--- config.mk ---
export PLATFORM = sky130hd
export DESIGN_NAME = hit_time_window_event_builder
export DESIGN_NICKNAME = d
export VERILOG_FILES = /design/src/sv/hteb_pkg.sv /design/src/sv/hteb_ctrl.sv /design/src/sv/hteb_datapath.sv /design/src/sv/hit_time_window_event_builder.sv
export SDC_FILE = /design/constraint.sdc
export NUM_CORES = 1
export LEC_CHECK = 0
export BUFFER_PORTS_ARGS = -buffer_cell sky130_fd_sc_hd__buf_2
export CORE_UTILIZATION = 62
export DETAILED_ROUTE_END_ITERATION = 10
export PLACE_DENSITY = 0.8
export SYNTH_ARGS = -nofsm -noshare
export SYNTH_HDL_FRONTEND = slang
export SYNTH_SLANG_ARGS = --single-unit
export TNS_END_PERCENT = 50
--- constraint.sdc ---
create_clock -name clk_i -period 14.9 [get_ports clk_i]
set_clock_uncertainty 0.15 [all_clocks]
set_input_delay 0.745 -clock clk_i [delete_from_list [all_inputs] [get_ports clk_i]]
set_output_delay 0.745 -clock clk_i [all_outputs]
set_load 0.01 [all_outputs]
--- src/sv/hteb_pkg.sv ---
// Shared types and constants of the hit time-window event builder.
package hteb_pkg;

  // Field widths
  localparam int unsigned TIME_W     = 40;
  localparam int unsigned DIFF_W     = TIME_W + 1;
  localparam int unsigned TAG_W      = 32;
  localparam int unsigned QUAL_W     = 2;
  localparam int unsigned SIZE_W     = 5;
  localparam int unsigned WIN_W      = 20;
  localparam int unsigned MINH_W     = 5;
  localparam int unsigned CFG_IDX_W  = 2;
  localparam int unsigned CFG_DATA_W = 20;

  // Configuration register indexes
  localparam logic [CFG_IDX_W-1:0] CFG_USE_CORRUPTED = 2'd0;
  localparam logic [CFG_IDX_W-1:0] CFG_WINDOW_PS     = 2'd1;
  localparam logic [CFG_IDX_W-1:0] CFG_MIN_HITS      = 2'd2;

  // Configuration reset values
  localparam logic [WIN_W-1:0]  WINDOW_RESET   = 20'd5000;
  localparam logic [MINH_W-1:0] MIN_HITS_RESET = 5'd1;

  // Quality codes
  localparam logic [QUAL_W-1:0] QUAL_GOOD    = 2'd0;
  localparam logic [QUAL_W-1:0] QUAL_CORRUPT = 2'd1;
  localparam logic [QUAL_W-1:0] QUAL_UNKNOWN = 2'd2;

  // Controller states
  typedef enum logic [1:0] {
    ST_IDLE,
    ST_DECIDE,
    ST_READ,
    ST_LOAD
  } state_e;

  // Controller to datapath commands
  typedef struct packed {
    logic accept;    // capture the input request
    logic wr_join;   // append held hit to the open event
    logic close;     // close the open event
    logic try_open;  // open a new event with the held hit if allowed
    logic rd_start;  // restart the buffer walk at entry zero
    logic out_load;  // move buffer data into the output register
  } cmd_t;

  // Datapath to controller status
  typedef struct packed {
    logic slot_end;  // held request is an end-of-slot marker
    logic open;      // an event is open
    logic fits;      // held hit falls in the window and the buffer has room
    logic emit_ok;   // open event meets the minimum multiplicity
    logic last;      // current walk entry is the final hit
    logic out_free;  // output register can take a new request
  } status_t;

endpackage

--- src/sv/hteb_ctrl.sv ---
// Controller state machine of the hit time-window event builder.
module hteb_ctrl
  import hteb_pkg::*;
(
  input  logic    clk_i,
  input  logic    rst_ni,
  input  logic    in_valid_i,
  output logic    in_stall_o,
  input  status_t status_i,
  output cmd_t    cmd_o
);

  state_e state_q, state_d;

  // Advance state
  always_ff @(posedge clk_i or negedge rst_ni) begin
    if (!rst_ni) begin
      state_q <= ST_IDLE;
    end else begin
      state_q <= state_d;
    end
  end

  // Next state
  always_comb begin
    state_d = state_q;
    case (state_q)
      ST_IDLE: begin
        if (in_valid_i) begin
          state_d = ST_DECIDE;
        end
      end
      ST_DECIDE: begin
        if (status_i.open && status_i.emit_ok &&
            (status_i.slot_end || !status_i.fits)) begin
          state_d = ST_READ;
        end else begin
          state_d = ST_IDLE;
        end
      end
      ST_READ: begin
        state_d = ST_LOAD;
      end
      ST_LOAD: begin
        if (status_i.out_free) begin
          state_d = status_i.last ? ST_IDLE : ST_READ;
        end
      end
      default: begin
        state_d = ST_IDLE;
      end
    endcase
  end

  // Drive commands
  always_comb begin
    cmd_o      = '0;
    in_stall_o = (state_q != ST_IDLE);
    case (state_q)
      ST_IDLE: begin
        cmd_o.accept = in_valid_i;
      end
      ST_DECIDE: begin
        if (status_i.slot_end) begin
          if (status_i.open && status_i.emit_ok) begin
            cmd_o.rd_start = 1'b1;
          end else begin
            cmd_o.close = 1'b1;
          end
        end else if (status_i.open && status_i.fits) begin
          cmd_o.wr_join = 1'b1;
        end else if (status_i.open && status_i.emit_ok) begin
          cmd_o.rd_start = 1'b1;
        end else begin
          cmd_o.close    = 1'b1;
          cmd_o.try_open = 1'b1;
        end
      end
      ST_READ: begin
        cmd_o = '0;
      end
      ST_LOAD: begin
        if (status_i.out_free) begin
          cmd_o.out_load = 1'b1;
          if (status_i.last) begin
            cmd_o.close    = 1'b1;
            cmd_o.try_open = !status_i.slot_end;
          end
        end
      end
      default: begin
        cmd_o = '0;
      end
    endcase
  end

endmodule

--- src/sv/hteb_datapath.sv ---
// Datapath of the hit time-window event builder: config, event state, hit buffer, output.
module hteb_datapath
  import hteb_pkg::*;
#(
  parameter int unsigned BUFFER_DEPTH = 16
) (
  input  logic                     clk_i,
  input  logic                     rst_ni,
  // configuration
  input  logic                     cfg_we_i,
  input  logic [CFG_IDX_W-1:0]     cfg_index_i,
  input  logic [CFG_DATA_W-1:0]    cfg_data_i,
  // input request
  input  logic                     slot_end_i,
  input  logic signed [TIME_W-1:0] hit_time_i,
  input  logic [TAG_W-1:0]         hit_tag_i,
  input  logic [QUAL_W-1:0]        hit_quality_i,
  // output request
  input  logic                     out_stall_i,
  output logic                     out_valid_o,
  output logic signed [TIME_W-1:0] out_time_o,
  output logic [TAG_W-1:0]         out_tag_o,
  output logic [QUAL_W-1:0]        event_quality_o,
  output logic [SIZE_W-1:0]        event_size_o,
  output logic                     last_of_event_o,
  // controller link
  input  cmd_t                     cmd_i,
  output status_t                  status_o
);

  localparam int unsigned CNT_W = $clog2(BUFFER_DEPTH + 1);
  localparam int unsigned IDX_W = $clog2(BUFFER_DEPTH);
  localparam int unsigned CMP_W = (CNT_W > MINH_W) ? CNT_W : MINH_W;
  localparam logic [CNT_W-1:0] DEPTH_CNT = CNT_W'(BUFFER_DEPTH);

  // Configuration registers
  logic               use_corrupted_q;
  logic [WIN_W-1:0]   window_q;
  logic [MINH_W-1:0]  min_hits_q;

  // Event state
  logic               open_q, open_d;
  logic [TIME_W-1:0]  first_time_q, first_time_d;
  logic [CNT_W-1:0]   count_q, count_d;
  logic [QUAL_W-1:0]  qual_q, qual_d;

  // Held request
  logic               hold_end_q;
  logic [TIME_W-1:0]  hold_time_q;
  logic [TAG_W-1:0]   hold_tag_q;
  logic [QUAL_W-1:0]  hold_qual_q;
  logic signed [DIFF_W-1:0] diff_q;

  // Buffer
  logic [TIME_W-1:0]  time_mem [BUFFER_DEPTH];
  logic [TAG_W-1:0]   tag_mem  [BUFFER_DEPTH];
  logic [TIME_W-1:0]  rd_time_q;
  logic [TAG_W-1:0]   rd_tag_q;
  logic [IDX_W-1:0]   rd_idx_q;
  logic               mem_we;
  logic [IDX_W-1:0]   mem_waddr;

  // Output register
  logic               out_valid_q;
  logic [TIME_W-1:0]  out_time_q;
  logic [TAG_W-1:0]   out_tag_q;
  logic [QUAL_W-1:0]  out_qual_q;
  logic [SIZE_W-1:0]  out_size_q;
  logic               out_last_q;

  // Decision terms
  logic signed [DIFF_W-1:0] win_s;
  logic signed [DIFF_W-1:0] neg_win_s;
  logic               in_window;
  logic               hold_corrupt;
  logic               open_now;
  logic [QUAL_W-1:0]  open_qual;
  logic [CMP_W-1:0]   cnt_ext;
  logic [CMP_W-1:0]   minh_ext;
  logic [CNT_W-1:0]   rd_next;

  // Write configuration
  always_ff @(posedge clk_i or negedge rst_ni) begin
    if (!rst_ni) begin
      use_corrupted_q <= 1'b0;
      window_q        <= WINDOW_RESET;
      min_hits_q      <= MIN_HITS_RESET;
    end else if (cfg_we_i) begin
      case (cfg_index_i)
        CFG_USE_CORRUPTED: use_corrupted_q <= cfg_data_i[0];
        CFG_WINDOW_PS:     window_q        <= cfg_data_i[WIN_W-1:0];
        CFG_MIN_HITS:      min_hits_q      <= cfg_data_i[MINH_W-1:0];
        default:           ;
      endcase
    end
  end

  // Capture request and its time offset to the event's first hit
  always_ff @(posedge clk_i) begin
    if (cmd_i.accept) begin
      hold_end_q  <= slot_end_i;
      hold_time_q <= hit_time_i;
      hold_tag_q  <= hit_tag_i;
      hold_qual_q <= hit_quality_i;
      diff_q      <= $signed({hit_time_i[TIME_W-1], hit_time_i}) -
                     $signed({first_time_q[TIME_W-1], first_time_q});
    end
  end

  // Window test: -window < diff < window
  assign win_s     = $signed({{(DIFF_W-WIN_W){1'b0}}, window_q});
  assign neg_win_s = -win_s;
  assign in_window = (diff_q < win_s) && (diff_q > neg_win_s);

  assign hold_corrupt = (hold_qual_q == QUAL_CORRUPT);
  assign open_now     = cmd_i.try_open && !(hold_corrupt && !use_corrupted_q);
  assign open_qual    = (hold_qual_q == QUAL_GOOD) ? QUAL_GOOD :
                        (hold_corrupt ? QUAL_CORRUPT : QUAL_UNKNOWN);

  // Update event state: close first, then join or open
  always_comb begin
    open_d       = open_q;
    first_time_d = first_time_q;
    count_d      = count_q;
    qual_d       = qual_q;
    if (cmd_i.close) begin
      open_d  = 1'b0;
      count_d = '0;
      qual_d  = QUAL_UNKNOWN;
    end
    if (cmd_i.wr_join) begin
      count_d = count_q + CNT_W'(1);
      if (hold_corrupt) begin
        qual_d = QUAL_CORRUPT;
      end
    end
    if (open_now) begin
      open_d       = 1'b1;
      first_time_d = hold_time_q;
      count_d      = CNT_W'(1);
      qual_d       = open_qual;
    end
  end

  always_ff @(posedge clk_i or negedge rst_ni) begin
    if (!rst_ni) begin
      open_q       <= 1'b0;
      first_time_q <= '0;
      count_q      <= '0;
      qual_q       <= QUAL_UNKNOWN;
    end else begin
      open_q       <= open_d;
      first_time_q <= first_time_d;
      count_q      <= count_d;
      qual_q       <= qual_d;
    end
  end

  // Hit buffer: one write port, registered read at the walk index
  assign mem_we    = cmd_i.wr_join || open_now;
  assign mem_waddr = open_now ? '0 : count_q[IDX_W-1:0];

  always_ff @(posedge clk_i) begin
    if (mem_we) begin
      time_mem[mem_waddr] <= hold_time_q;
      tag_mem[mem_waddr]  <= hold_tag_q;
    end
    rd_time_q <= time_mem[rd_idx_q];
    rd_tag_q  <= tag_mem[rd_idx_q];
  end

  // Advance walk index
  always_ff @(posedge clk_i or negedge rst_ni) begin
    if (!rst_ni) begin
      rd_idx_q <= '0;
    end else if (cmd_i.rd_start) begin
      rd_idx_q <= '0;
    end else if (cmd_i.out_load) begin
      rd_idx_q <= rd_idx_q + IDX_W'(1);
    end
  end

  assign rd_next  = CNT_W'(rd_idx_q) + CNT_W'(1);
  assign cnt_ext  = CMP_W'(count_q);
  assign minh_ext = CMP_W'(min_hits_q);

  // Output register: load on command, drop when taken
  always_ff @(posedge clk_i or negedge rst_ni) begin
    if (!rst_ni) begin
      out_valid_q <= 1'b0;
    end else if (cmd_i.out_load) begin
      out_valid_q <= 1'b1;
    end else if (!out_stall_i) begin
      out_valid_q <= 1'b0;
    end
  end

  always_ff @(posedge clk_i) begin
    if (cmd_i.out_load) begin
      out_time_q <= rd_time_q;
      out_tag_q  <= rd_tag_q;
      out_qual_q <= qual_q;
      out_size_q <= cnt_ext[SIZE_W-1:0];
      out_last_q <= (rd_next == count_q);
    end
  end

  assign out_valid_o     = out_valid_q;
  assign out_time_o      = out_time_q;
  assign out_tag_o       = out_tag_q;
  assign event_quality_o = out_qual_q;
  assign event_size_o    = out_size_q;
  assign last_of_event_o = out_last_q;

  // Status to controller
  assign status_o.slot_end = hold_end_q;
  assign status_o.open     = open_q;
  assign status_o.fits     = in_window && (count_q < DEPTH_CNT);
  assign status_o.emit_ok  = (cnt_ext >= minh_ext);
  assign status_o.last     = (rd_next == count_q);
  assign status_o.out_free = !out_valid_q || !out_stall_i;

`ifndef SYNTHESIS
  a_count_bound: assert property (@(posedge clk_i) disable iff (!rst_ni)
    count_q <= DEPTH_CNT)
    else $error("hit count beyond buffer depth");

  a_open_count: assert property (@(posedge clk_i) disable iff (!rst_ni)
    open_q == (count_q != '0))
    else $error("event open flag and hit count disagree");

  a_join_room: assert property (@(posedge clk_i) disable iff (!rst_ni)
    cmd_i.wr_join |-> (open_q && count_q < DEPTH_CNT))
    else $error("hit appended without an open event or room");

  a_load_free: assert property (@(posedge clk_i) disable iff (!rst_ni)
    cmd_i.out_load |-> (!out_valid_q || !out_stall_i))
    else $error("output register overwritten while stalled");
`endif

endmodule

--- src/sv/hit_time_window_event_builder.sv ---
// Top level of the hit time-window event builder.
//
//  channel  direction  handshake                 payload
//  in       input      in_valid_i / in_stall_o   slot_end, hit_time, hit_tag, hit_quality
//  out      output     out_valid_o / out_stall_i time, tag, event quality, size, last
//  cfg      input      cfg_we_i                  cfg_index_i, cfg_data_i
//
// A hit that joins, opens or is dropped is accepted in ST_IDLE and then decided in ST_DECIDE.
// Closing an emitted event walks the hit buffer through its single registered read port:
// each hit is read (ST_READ), then loaded into the output register (ST_LOAD) when free.
// Reset returns control and configuration to their reset values at once; there is no clearing pass.
// in_stall_o is high after accept until the request is fully handled.
module hit_time_window_event_builder
  import hteb_pkg::*;
#(
  parameter int unsigned BUFFER_DEPTH = 16
) (
  input  logic                     clk_i,
  input  logic                     rst_ni,
  // configuration
  input  logic                     cfg_we_i,
  input  logic [CFG_IDX_W-1:0]     cfg_index_i,
  input  logic [CFG_DATA_W-1:0]    cfg_data_i,
  // input requests
  input  logic                     in_valid_i,
  output logic                     in_stall_o,
  input  logic                     slot_end_i,
  input  logic signed [TIME_W-1:0] hit_time_i,
  input  logic [TAG_W-1:0]         hit_tag_i,
  input  logic [QUAL_W-1:0]        hit_quality_i,
  // output requests
  output logic                     out_valid_o,
  input  logic                     out_stall_i,
  output logic signed [TIME_W-1:0] out_time_o,
  output logic [TAG_W-1:0]         out_tag_o,
  output logic [QUAL_W-1:0]        event_quality_o,
  output logic [SIZE_W-1:0]        event_size_o,
  output logic                     last_of_event_o
);

  cmd_t    cmd;
  status_t status;

  // Sequence the work on each request
  hteb_ctrl u_ctrl (
    .clk_i      (clk_i),
    .rst_ni     (rst_ni),
    .in_valid_i (in_valid_i),
    .in_stall_o (in_stall_o),
    .status_i   (status),
    .cmd_o      (cmd)
  );

  // Hold event state, buffer and output register
  hteb_datapath #(
    .BUFFER_DEPTH (BUFFER_DEPTH)
  ) u_datapath (
    .clk_i           (clk_i),
    .rst_ni          (rst_ni),
    .cfg_we_i        (cfg_we_i),
    .cfg_index_i     (cfg_index_i),
    .cfg_data_i      (cfg_data_i),
    .slot_end_i      (slot_end_i),
    .hit_time_i      (hit_time_i),
    .hit_tag_i       (hit_tag_i),
    .hit_quality_i   (hit_quality_i),
    .out_stall_i     (out_stall_i),
    .out_valid_o     (out_valid_o),
    .out_time_o      (out_time_o),
    .out_tag_o       (out_tag_o),
    .event_quality_o (event_quality_o),
    .event_size_o    (event_size_o),
    .last_of_event_o (last_of_event_o),
    .cmd_i           (cmd),
    .status_o        (status)
  );

endmodule
==> summary.txt <==
Synth
  • Mux share of post-synthesis cell area: 15.4%
  • Register bit count reported by yosys: 1501
  • Syn nets: 2930
  • Sequential area share after synthesis: 75.6%
  • Synth async-reset ratio: 5.40%
  • Mapped cell area: 0.0582 mm2
  • Post-synthesis compound-gate area fraction: 2.35%
  • Adder-cell share of the synthesized area: 2.36%
  • Top FF cell, synth: edfxtp_1
  • Cell variety after synth: 80
  • Yosys top cell area share: 69.6%
  • Top cells by area, synth: edfxtp_1, mux4_2, dfrtp_1
  • Xor and xnor area share after synthesis: 0.843%
  • Synth Area in Simple Gates: 2.18%
  • Area leader, netlist: edfxtp_1
  • Mean Syn Cell Area: 21.4 um2
  • Post-synth EDFFs: 1348
  • Post-synthesis instance total: 2719
  • Largest family of logic cells by synthesized area: multiplexers
  • Synth warn: 0

Global routing
  • First-pass GRT wire length: 202000 um
  • Initial antenna violation count: 3
  • Largest net degree at the start of global routing: 173
  • Vias in the first global route: 30100
  • GR Overflow Total: 0
  • Tot GR Track Use: 29.9%

Clock network
  • CTS Sinks: 1501
  • Clock slew at reported path FFs: 0.06 ns
  • Clk Latency, worst-skew pair: 0.75 ns
  • H-tree depth: 4
  • Post-CTS Setup Inserts: 0
  • TritonCTS clock tree: yes
  • Root Buffer: clkbuf_16
  • Clk buf depth: 3
  • Total CTS buffers: 144

STA
  • Final setup viols: 0
  • Setup TNS: 0 ns
  • Final worst path period need: 7.36 ns
  • Slew at the pin closest to its max-slew limit: 1.30 ns
  • Period utilization: 49.4%
  • RSZ-0062 raised after global routing: no
  • Fmax: 0.136 GHz
  • Final Max Tran Viols: 0
  • Slew HR: 13.1%
  • Fin. Hold Viols: 0

Floorplan
  • Chip width: 308 um
  • Num ports: 184
  • Number of core rows: 111
  • Core ar.: 0.0924 mm2
  • Die area: 0.0951 mm2
  • Die Y: 308 um
  • Initial Util: 63.0%

Min path
  • Hold-critical path depth: 1
  • HP Start: slot_end_i
  • Worst min path class: input pin to flop
  • Worst Hold End: u_datapath.hold_end_q

Finish
  • Layout cells sized above 1: 28.9%
  • Final Non-Filler Cells: 4367
  • Layout net count: 3215
  • Post-route cell area: 0.0656 mm2
  • Synth-to-Final Area Change: 12.7%

Pwr
  • Comb power frac: 20.4%
  • Max VDD drop: 0.000176 V
  • Net Sw Frac: 28.0%
  • Clk pwr share: 31.2%
  • Power Internal: 8.45 mW
  • Final Power: 11.7 mW
  • Switch Pwr: 3.28 mW
  • Power density over the cells: 179 mW/mm2
  • Pleak: 21.8 nW
  • Flop pwr share: 48.4%

Worst setup path
  • Crit Path Class: flop to flop
  • Reg-to-Reg Start: u_datapath.window_q[6]
  • Worst Path Max Fanout: 54
  • Slowest CP cell: buf_4
  • CP arrival: 7.57 ns
  • CP endpoint kind: flop
  • R2R cell count: 15
  • Worst reg2reg setup slack: 7.54 ns
  • Worst R2R End: u_datapath.tag_mem[4][25]
  • Max incr delay on CP: 0.89 ns
  • Data required, critical path: 15.11 ns
  • Crit-path cells: inv_1 > nand3_1 > or4_1 > or4_1 > nor4_1 > ha_1 > nand4_1 > nor4_2 > and4bb_1 > a21boi_4 > nor3_1 > nand4bb_1 > nor3_1 > and3b_4 > buf_4
  • Critical path launch point type: flop

Detailed routing
  • Drt wl/cell: 31.6 um
  • Via density: 6.59
  • Antenna-violating nets left: 0
  • DRC viols: 0
  • Final Routed Wirelength: 138000 um
  • Vias: 28800
  • Drt first pass iters: 5
  • DR iter-0 viols: 3275

Placement
  • GPL Wtd Cong: 0.893
  • Placed cells: 4075
  • I/O Buffers: 183
  • Placed cell area: 0.0606 mm2
  • Post-DP HPWL: 73000 um

Status
  • Status: completed

Job
  • MaxCap Viol Count: 0
==> registers in the layout (all words and copies together) (netlist names), 2 cells and up <==
| name | count |
|---|---|
| u_datapath.time_mem | 640 |
| u_datapath.tag_mem | 512 |
| u_datapath.diff_q | 41 |
| u_datapath.first_time_q | 40 |
| u_datapath.hold_time_q | 40 |
| u_datapath.out_time_o | 40 |
| u_datapath.rd_time_q | 40 |
| u_datapath.hold_tag_q | 32 |
| u_datapath.out_tag_o | 32 |
| u_datapath.rd_tag_q | 32 |
| u_datapath.window_q | 20 |
| u_datapath.cnt_ext | 5 |
| u_datapath.event_size_o | 5 |
| u_datapath.min_hits_q | 5 |
| u_datapath.rd_idx_q | 4 |
| u_ctrl.state_q | 2 |
| u_datapath.event_quality_o | 2 |
| u_datapath.hold_qual_q | 2 |
| u_datapath.qual_q | 2 |
==> routing by layer <==
layer,GRT usage [%],wire [um],vias up,share of wire [%]
li1,-,-,11800,-
met1,39.2,51600,15100,37
met2,51.7,72400,1594,53
met3,4.95,9660,245,7.0
met4,9.60,4260,2,3.1
met5,0,8,-,0.0058
==> cells by family (layout without fill, tap and decap cells) <==
| kind of cell | count (synthesis) | count (layout) |
|---|---|---|
| multiplexers | 427 | 427 |
| AND/OR/NAND/NOR | 232 | 232 |
| adder cells (fa/ha/maj) | 109 | 109 |
| XOR/XNOR | 56 | 56 |
| buffers and inverters | 192 | 596 |
| other | 0 | 1 |
| flip-flops | 1501 | 1501 |
| AO/OA/AOI/OAI | 202 | 202 |
==> layout make-up <==
cell class	instances	area, um2
antenna	1	2.50
clock inverter	77	761
clock buffer	188	3950
tap	1243	1560
sequential	1501	44000
fill	5144	26800
timing repair buffer	241	1430
multi-input combinational	1026	13500
inverter	90	340
==> worst max path at each step <==
stage | slack [ns] | from | to | cells past startpoint
6_report | 7.54 | u_datapath.window_q[6] | u_datapath.tag_mem[4][25] | 15
5_1_grt | 7.16 | u_datapath.window_q[6] | u_datapath.tag_mem[4][22] | 15
4_1_cts | 7.61 | u_datapath.window_q[6] | u_datapath.tag_mem[4][25] | 15
3_5_place_dp | 7.64 | u_datapath.window_q[6] | u_datapath.tag_mem[8][4] | 15
3_3_place_gp | 7.90 | u_datapath.window_q[6] | u_datapath.tag_mem[8][4] | 15
2_1_floorplan | 2.95 | u_datapath.window_q[6] | u_datapath.tag_mem[7][0] | 16
==> timing repair <==
| item | 4_1_cts | 5_1_grt |
|---|---|---|
| hold endpoints to repair | 62 | 0 |
| resized for setup | 0 | 0 |
| hold buffers | 26 | 0 |
==> per-stage QoR <==
stage | hold slack [ns] | worst slack, ns | util (%)
after floorplan | 0.236 | 2.95 | -
after global routing | 0.00723 | 7.16 | 71.0
after global placement | 0.238 | 7.90 | 65.6
after CTS | 0.00295 | 7.61 | 71.0
final | 0.0377 | 7.54 | 71.0
after detailed placement | 0.239 | 7.64 | 65.6
==> placed cells by master, fill, tap and decap left out, types with 14 or more instances in the layout <==
cell              n
a21oi_1          56
mux4_2          360
nor2_1           59
nand2_1          35
dfxtp_1          72
buf_4            32
nand4_1          14
buf_2           182
a21o_1           29
clkinv_2         27
mux2_2           31
inv_1            89
clkbuf_1         30
nor3_1           16
dlygate4sd3_1    26
edfxtp_1       1348
mux2_4           30
dfrtp_1          70
ha_1            108
clkinv_1         17
xnor2_1          41
nand3_1          23
nor4_1           15
clkbuf_16       148
o21ai_0          35
xor2_1           15
==> power by group through the flow <==
| stage | Sequential, mW | Clock, mW | Combinational, mW |
|---|---|---|---|
| after floorplan | 5.48 | 0 | 1.82 |
| after global routing | 5.71 | 3.85 | 2.57 |
| after global placement | 5.70 | 0 | 2.29 |
| after detailed placement | 5.73 | 0 | 2.34 |
| final | 5.67 | 3.66 | 2.40 |
| after CTS | 5.67 | 3.70 | 2.41 |
==> Yosys cell counts, types with 10 or more instances <==
cell	instances
ha_1	108
a21o_1	30
nor2_1	59
nor4_1	15
o21a_1	12
nand3_1	23
nor2b_1	10
xnor2_1	41
mux2_4	30
buf_1	25
dfxtp_1	72
o21ai_0	35
nand4_1	14
xor2_1	15
clkbuf_1	71
nor3_1	16
nand2_1	35
inv_1	90
mux4_2	360
edfxtp_1	1348
a21oi_1	56
dfrtp_1	74
and3_1	12
mux2_2	31
==> critical path: cells and delay by family (launching register included) <==
family                   cells  cell delay (ns)
AO/OA/AOI/OAI                1             0.23
buffers and inverters        2             1.00
adder cells (fa/ha/maj)      1             0.34
AND/OR/NAND/NOR             11             4.77
flip-flops                   1             0.42
Note: power is estimated with default switching activity, not from simulation.
